$ cat src/design/bba_pkg.sv
// bba_pkg: shared types, constants and codes of the block bitmap allocator
// depends on nothing; imported by every module of the allocator except bba_ram
package bba_pkg;

    // field widths fixed by the request and response formats
    localparam int BLK_W = 14;

    // default geometry of the allocation map
    localparam int DEF_NUM_BITS  = 8192;
    localparam int DEF_WORD_BITS = 32;

    // block limit after reset
    localparam logic [BLK_W-1:0] LIMIT_RESET = BLK_W'(8192);

    // largest value a block limit register can hold
    localparam int LIMIT_MAX = (1 << BLK_W) - 1;

    // request operation codes
    localparam logic OP_ALLOC = 1'b0;
    localparam logic OP_FREE  = 1'b1;

    // response status codes
    typedef enum logic [1:0] {
        ST_DONE    = 2'd0,
        ST_NOSPACE = 2'd1,
        ST_INVALID = 2'd2
    } t_status;

    // request payload
    typedef struct packed {
        logic             op;
        logic [BLK_W-1:0] blk_num;
    } t_req;

    // response payload
    typedef struct packed {
        t_status          status;
        logic [BLK_W-1:0] allocated_block;
        logic [BLK_W-1:0] free_blocks;
    } t_rsp;

    // controller states
    typedef enum logic [2:0] {
        S_CLEAR,
        S_IDLE,
        S_DECIDE,
        S_SCAN,
        S_ALLOC_WR,
        S_FREE_WR
    } t_state;

    // commands from controller to datapath
    typedef struct packed {
        logic    clr_init;
        logic    clr_step;
        logic    scan_init;
        logic    scan_run;
        logic    scan_step;
        logic    free_rd;
        logic    free_wr;
        logic    alloc_wr;
        logic    reply;
        t_status status;
    } t_cmd;

    // status from datapath to controller
    typedef struct packed {
        logic clr_last;
        logic is_free;
        logic bno_bad;
        logic lim_zero;
        logic chk_vld;
        logic hit;
        logic chk_last;
    } t_stat;

endpackage

$ cat src/design/bba_ctrl.sv
// bba_ctrl: sequencing state machine of the block bitmap allocator
// depends on bba_pkg; drives bba_dpath through t_cmd and reads t_stat
module bba_ctrl (
    input  logic           i_clk,
    input  logic           i_rst_n,
    input  logic           i_accept,
    input  logic           i_cfg_we,
    input  bba_pkg::t_stat i_stat,
    output bba_pkg::t_cmd  o_cmd,
    output logic           o_busy
);
    import bba_pkg::*;

    t_state r_state;
    t_state n_state;

    // state register, clear sweep runs after reset
    always_ff @(posedge i_clk) begin
        if (!i_rst_n) begin
            r_state <= S_CLEAR;
        end else begin
            r_state <= n_state;
        end
    end

    // next state
    always_comb begin
        n_state = r_state;
        case (r_state)
            S_CLEAR: begin
                if (i_stat.clr_last) n_state = S_IDLE;
            end
            S_IDLE: begin
                if (i_accept) n_state = S_DECIDE;
            end
            S_DECIDE: begin
                if (i_stat.is_free) begin
                    n_state = i_stat.bno_bad ? S_IDLE : S_FREE_WR;
                end else begin
                    n_state = i_stat.lim_zero ? S_IDLE : S_SCAN;
                end
            end
            S_SCAN: begin
                if (i_stat.chk_vld && i_stat.hit) begin
                    n_state = S_ALLOC_WR;
                end else if (i_stat.chk_vld && i_stat.chk_last) begin
                    n_state = S_IDLE;
                end
            end
            S_ALLOC_WR: n_state = S_IDLE;
            S_FREE_WR:  n_state = S_IDLE;
            default:    n_state = S_IDLE;
        endcase
        // a limit write restarts the map clear
        if (i_cfg_we) n_state = S_CLEAR;
    end

    // command outputs
    always_comb begin
        o_cmd          = '0;
        o_cmd.status   = ST_DONE;
        o_cmd.clr_init = i_cfg_we;
        case (r_state)
            S_CLEAR: begin
                o_cmd.clr_step = 1'b1;
            end
            S_IDLE: begin
            end
            S_DECIDE: begin
                if (i_stat.is_free) begin
                    if (i_stat.bno_bad) begin
                        o_cmd.reply  = 1'b1;
                        o_cmd.status = ST_INVALID;
                    end else begin
                        o_cmd.free_rd = 1'b1;
                    end
                end else begin
                    if (i_stat.lim_zero) begin
                        o_cmd.reply  = 1'b1;
                        o_cmd.status = ST_NOSPACE;
                    end else begin
                        o_cmd.scan_init = 1'b1;
                    end
                end
            end
            S_SCAN: begin
                o_cmd.scan_run = 1'b1;
                if (i_stat.chk_vld && i_stat.hit) begin
                    o_cmd.scan_step = 1'b0;
                end else if (i_stat.chk_vld && i_stat.chk_last) begin
                    o_cmd.reply  = 1'b1;
                    o_cmd.status = ST_NOSPACE;
                end else begin
                    o_cmd.scan_step = 1'b1;
                end
            end
            S_ALLOC_WR: begin
                o_cmd.alloc_wr = 1'b1;
                o_cmd.reply    = 1'b1;
            end
            S_FREE_WR: begin
                o_cmd.free_wr = 1'b1;
                o_cmd.reply   = 1'b1;
            end
            default: begin
            end
        endcase
    end

    assign o_busy = (r_state != S_IDLE);

endmodule

$ cat config.mk
export PLATFORM = sky130hd
export DESIGN_NAME = bba_ctrl
export DESIGN_NICKNAME = d
export VERILOG_FILES = /design/src/design/bba_pkg.sv /design/src/design/bba_ctrl.sv
export SDC_FILE = /design/constraint.sdc
export NUM_CORES = 1
export LEC_CHECK = 0
export BUFFER_PORTS_ARGS = -buffer_cell sky130_fd_sc_hd__buf_4
export CORE_AREA = 2 2 39 41
export CTS_BUF_LIST = sky130_fd_sc_hd__clkbuf_4 sky130_fd_sc_hd__clkbuf_8
export DETAILED_ROUTE_END_ITERATION = 7
export DIE_AREA = 0 0 41 43
export GPL_ROUTABILITY_DRIVEN = 0
export PLACE_DENSITY = 0.59
export SLEW_MARGIN = 40
export SYNTH_ARGS = -nofsm -noshare
export SYNTH_HDL_FRONTEND = slang
export SYNTH_SLANG_ARGS = --single-unit
$ cat constraint.sdc
create_clock -name i_clk -period 2.97 [get_ports i_clk]
set_clock_uncertainty 0.1 [all_clocks]
set_input_delay 0.594 -clock i_clk [delete_from_list [all_inputs] [get_ports i_clk]]
set_output_delay 0.594 -clock i_clk [all_outputs]
set_load 0.01 [all_outputs]
==> results.json <==
{
  "cts_resized": 0,
  "hold_start": "r_state[2]$_SDFFE_PP0P_",
  "largestRegisters": "r_state: 3 flops",
  "hold_path_end": "r_state[1]$_SDFFE_PP0P_",
  "wl_met3_um": 49,
  "whs_ps": 463,
  "combPwrFrac": 0.175,
  "drt-wirelength-per-cell_um": 9.71,
  "initial_core_util": 0.212,
  "cp-end-kind": "primary output",
  "ioPinCount": 23,
  "hold_buffers": 0,
  "clock.fmax_mhz": 471,
  "yosysTopAreaCell": "dfxtp_1",
  "hp-class": "register to register",
  "die_x_um": 41,
  "p_clk_frac": 0.534,
  "cts_tree": "built",
  "die-area_mm2": 0.00176,
  "reg2reg_slack_ps": 1650,
  "period_share": 0.715,
  "fin_nets": 75,
  "wl_um": 767,
  "yosys_warnings": 0,
  "post-place-cells": 75,
  "ant_nets": 0,
  "r2r_start": "r_state[0]$_SDFFE_PP0P_",
  "largest_reg_flops": 3,
  "synth_top_area_share": 0.204,
  "grt_max_degree": 14,
  "stdcell_count": 79,
  "design_area_um2": 494,
  "drc_errors": 0,
  "clock-sinks": 3,
  "p_switching_mw": 0.0347,
  "cellPowerDensity_mw_per_mm2": 306,
  "fp.coreArea_mm2": 0.00138,
  "final-hold-violation-count": 0,
  "antenna_found_initial": 0,
  "hpwl_um": 593,
  "most-common-layout-cells": "buf_4, nor2_1, clkbuf_4",
  "rsz0062_at_grt": "no",
  "vias_per_cell": 4.33,
  "ys_seq_elements": 3,
  "synth_seq_area_share": 0.204,
  "cts_setup_buffers": 0,
  "period_minus_slack_ps": 2120,
  "drv_cap": 0,
  "post_dp_cell_area_um2": 464,
  "leakage_nw": 0.229,
  "power.share.switching": 0.229,
  "diodes": 0,
  "grt_pass1_wl_um": 1240,
  "cts.clk_slew.worst_paths_ps": 40,
  "tightestPinTransition_ps": 413,
  "io_buffers": 22,
  "grt_overflow": 0,
  "first_global_vias": 310,
  "startpoint_type": "register",
  "cts_max_level": 1,
  "seqPwrFrac": 0.292,
  "synthTopCellsByArea": "dfxtp_1, nor2_1, nand2b_1, buf_4, nor4b_2",
  "slew_headroom": 0.724,
  "cts_buffers": 3,
  "synthCells": 39,
  "drv_slew": 0,
  "firstDrtPassIters": 2,
  "met1_length_um": 324,
  "route.met2.wl_um": 377,
  "final_common_cell": "buf_4",
  "drive_above_1_share": 0.508,
  "synth_area_um2": 294,
  "fin_util": 0.357,
  "highest_layer": "met4",
  "cts_root_buffer": "clkbuf_4",
  "grt_usage": 0.105,
  "num_rows": 14,
  "fin_ws_ps": 847,
  "vias": 342,
  "worstPathRequired_ps": 2280,
  "status": "complete, no violations",
  "top_register": "r_state",
  "rr_endpoint": "r_state[1]$_SDFFE_PP0P_",
  "hold_path_depth": 1,
  "ir_drop_mv": 0.146,
  "setup_tns_ps": 0,
  "cp.arrival_ps": 1430,
  "worstSetupPathType": "register to primary output",
  "clk_latency_ps": 230,
  "drt_iter0_markers": 6,
  "area.growth.synth_to_final_pct": 68.1,
  "cts_buffer_depth": 2,
  "synth_area_per_cell_um2": 7.54,
  "die_y_um": 43,
  "syn_nets": 50,
  "p_int_mw": 0.117,
  "yosysUniqueCellTypes": 23,
  "rr_worst_depth": 3,
  "power_mw": 0.151,
  "preCtsSetupSlack_ps": 944,
  "setup_viol": 0,
  "crit_fanout": 13
}
[cell type report]
| cell class | count | area [um2] |
|---|---|---|
| timing repair buffer | 22 | 165 |
| inverter | 3 | 11.3 |
| clock buffer | 4 | 30.0 |
| tap | 16 | 20.0 |
| multi-input combinational | 31 | 208 |
| sequential | 3 | 60.1 |
| fill | 159 | 890 |
[synthesized netlist by cell type]
| library cell | number |
|---|---|
| nor4b_2 | 1 |
| and3b_4 | 1 |
| and2_2 | 1 |
| and4b_1 | 1 |
| a31oi_1 | 2 |
| nand3_1 | 1 |
| nor3b_1 | 1 |
| a21oi_1 | 1 |
| dfxtp_1 | 3 |
| o21ai_0 | 2 |
| o21a_1 | 1 |
| or2b_1 | 1 |
| nor4_2 | 1 |
| a211oi_2 | 1 |
| nor3_1 | 1 |
| buf_4 | 2 |
| nor2_1 | 6 |
| nand2b_1 | 3 |
| and3_4 | 1 |
| inv_1 | 3 |
| nand2_1 | 3 |
| and2_1 | 1 |
| o211ai_1 | 1 |
[worst max-delay path by stage]
stage | slack (ps) | start | endpoint
after floorplan | 1160 | i_stat[1] | o_cmd[2]
after CTS | 820 | r_state[0]$_SDFFE_PP0P_ | o_cmd[2]
after global placement | 950 | i_stat[1] | o_cmd[2]
after global routing | 740 | r_state[0]$_SDFFE_PP0P_ | o_cmd[2]
after detailed placement | 940 | i_stat[1] | o_cmd[2]
final | 850 | r_state[0]$_SDFFE_PP0P_ | o_cmd[2]
[power by group through the flow]
stage | logic, mW | registers (mW) | clock network (mW)
floorplan | 0.0132 | 0.0428 | 0
global placement | 0.0265 | 0.0447 | 0
detailed placement | 0.0266 | 0.0448 | 0
CTS | 0.0268 | 0.0441 | 0.0864
global route | 0.0294 | 0.0443 | 0.0861
finish | 0.0264 | 0.0442 | 0.0807
[per-layer routing]
metal	vias up	GRT usage
li1	183	-
met1	146	0.131
met2	11	0.144
met3	2	0.0157
met4	0	0.100
met5	-	0
[critical path, stage by stage (launching register included)]
cell	delay, ps
dfxtp_1	560
and4b_1	260
a31oi_1	60
o211ai_1	170
buf_4	150
[kinds of logic (layout without fill, tap and decap cells)]
family / count (synthesis) / count (layout) / synth area share
compound gates: 8 / 8 / 0.187
simple gates: 23 / 23 / 0.519
buf+inv: 5 / 29 / 0.0893
flops: 3 / 3 / 0.204
No activity file was read; power rests on OpenSTA's default activity.
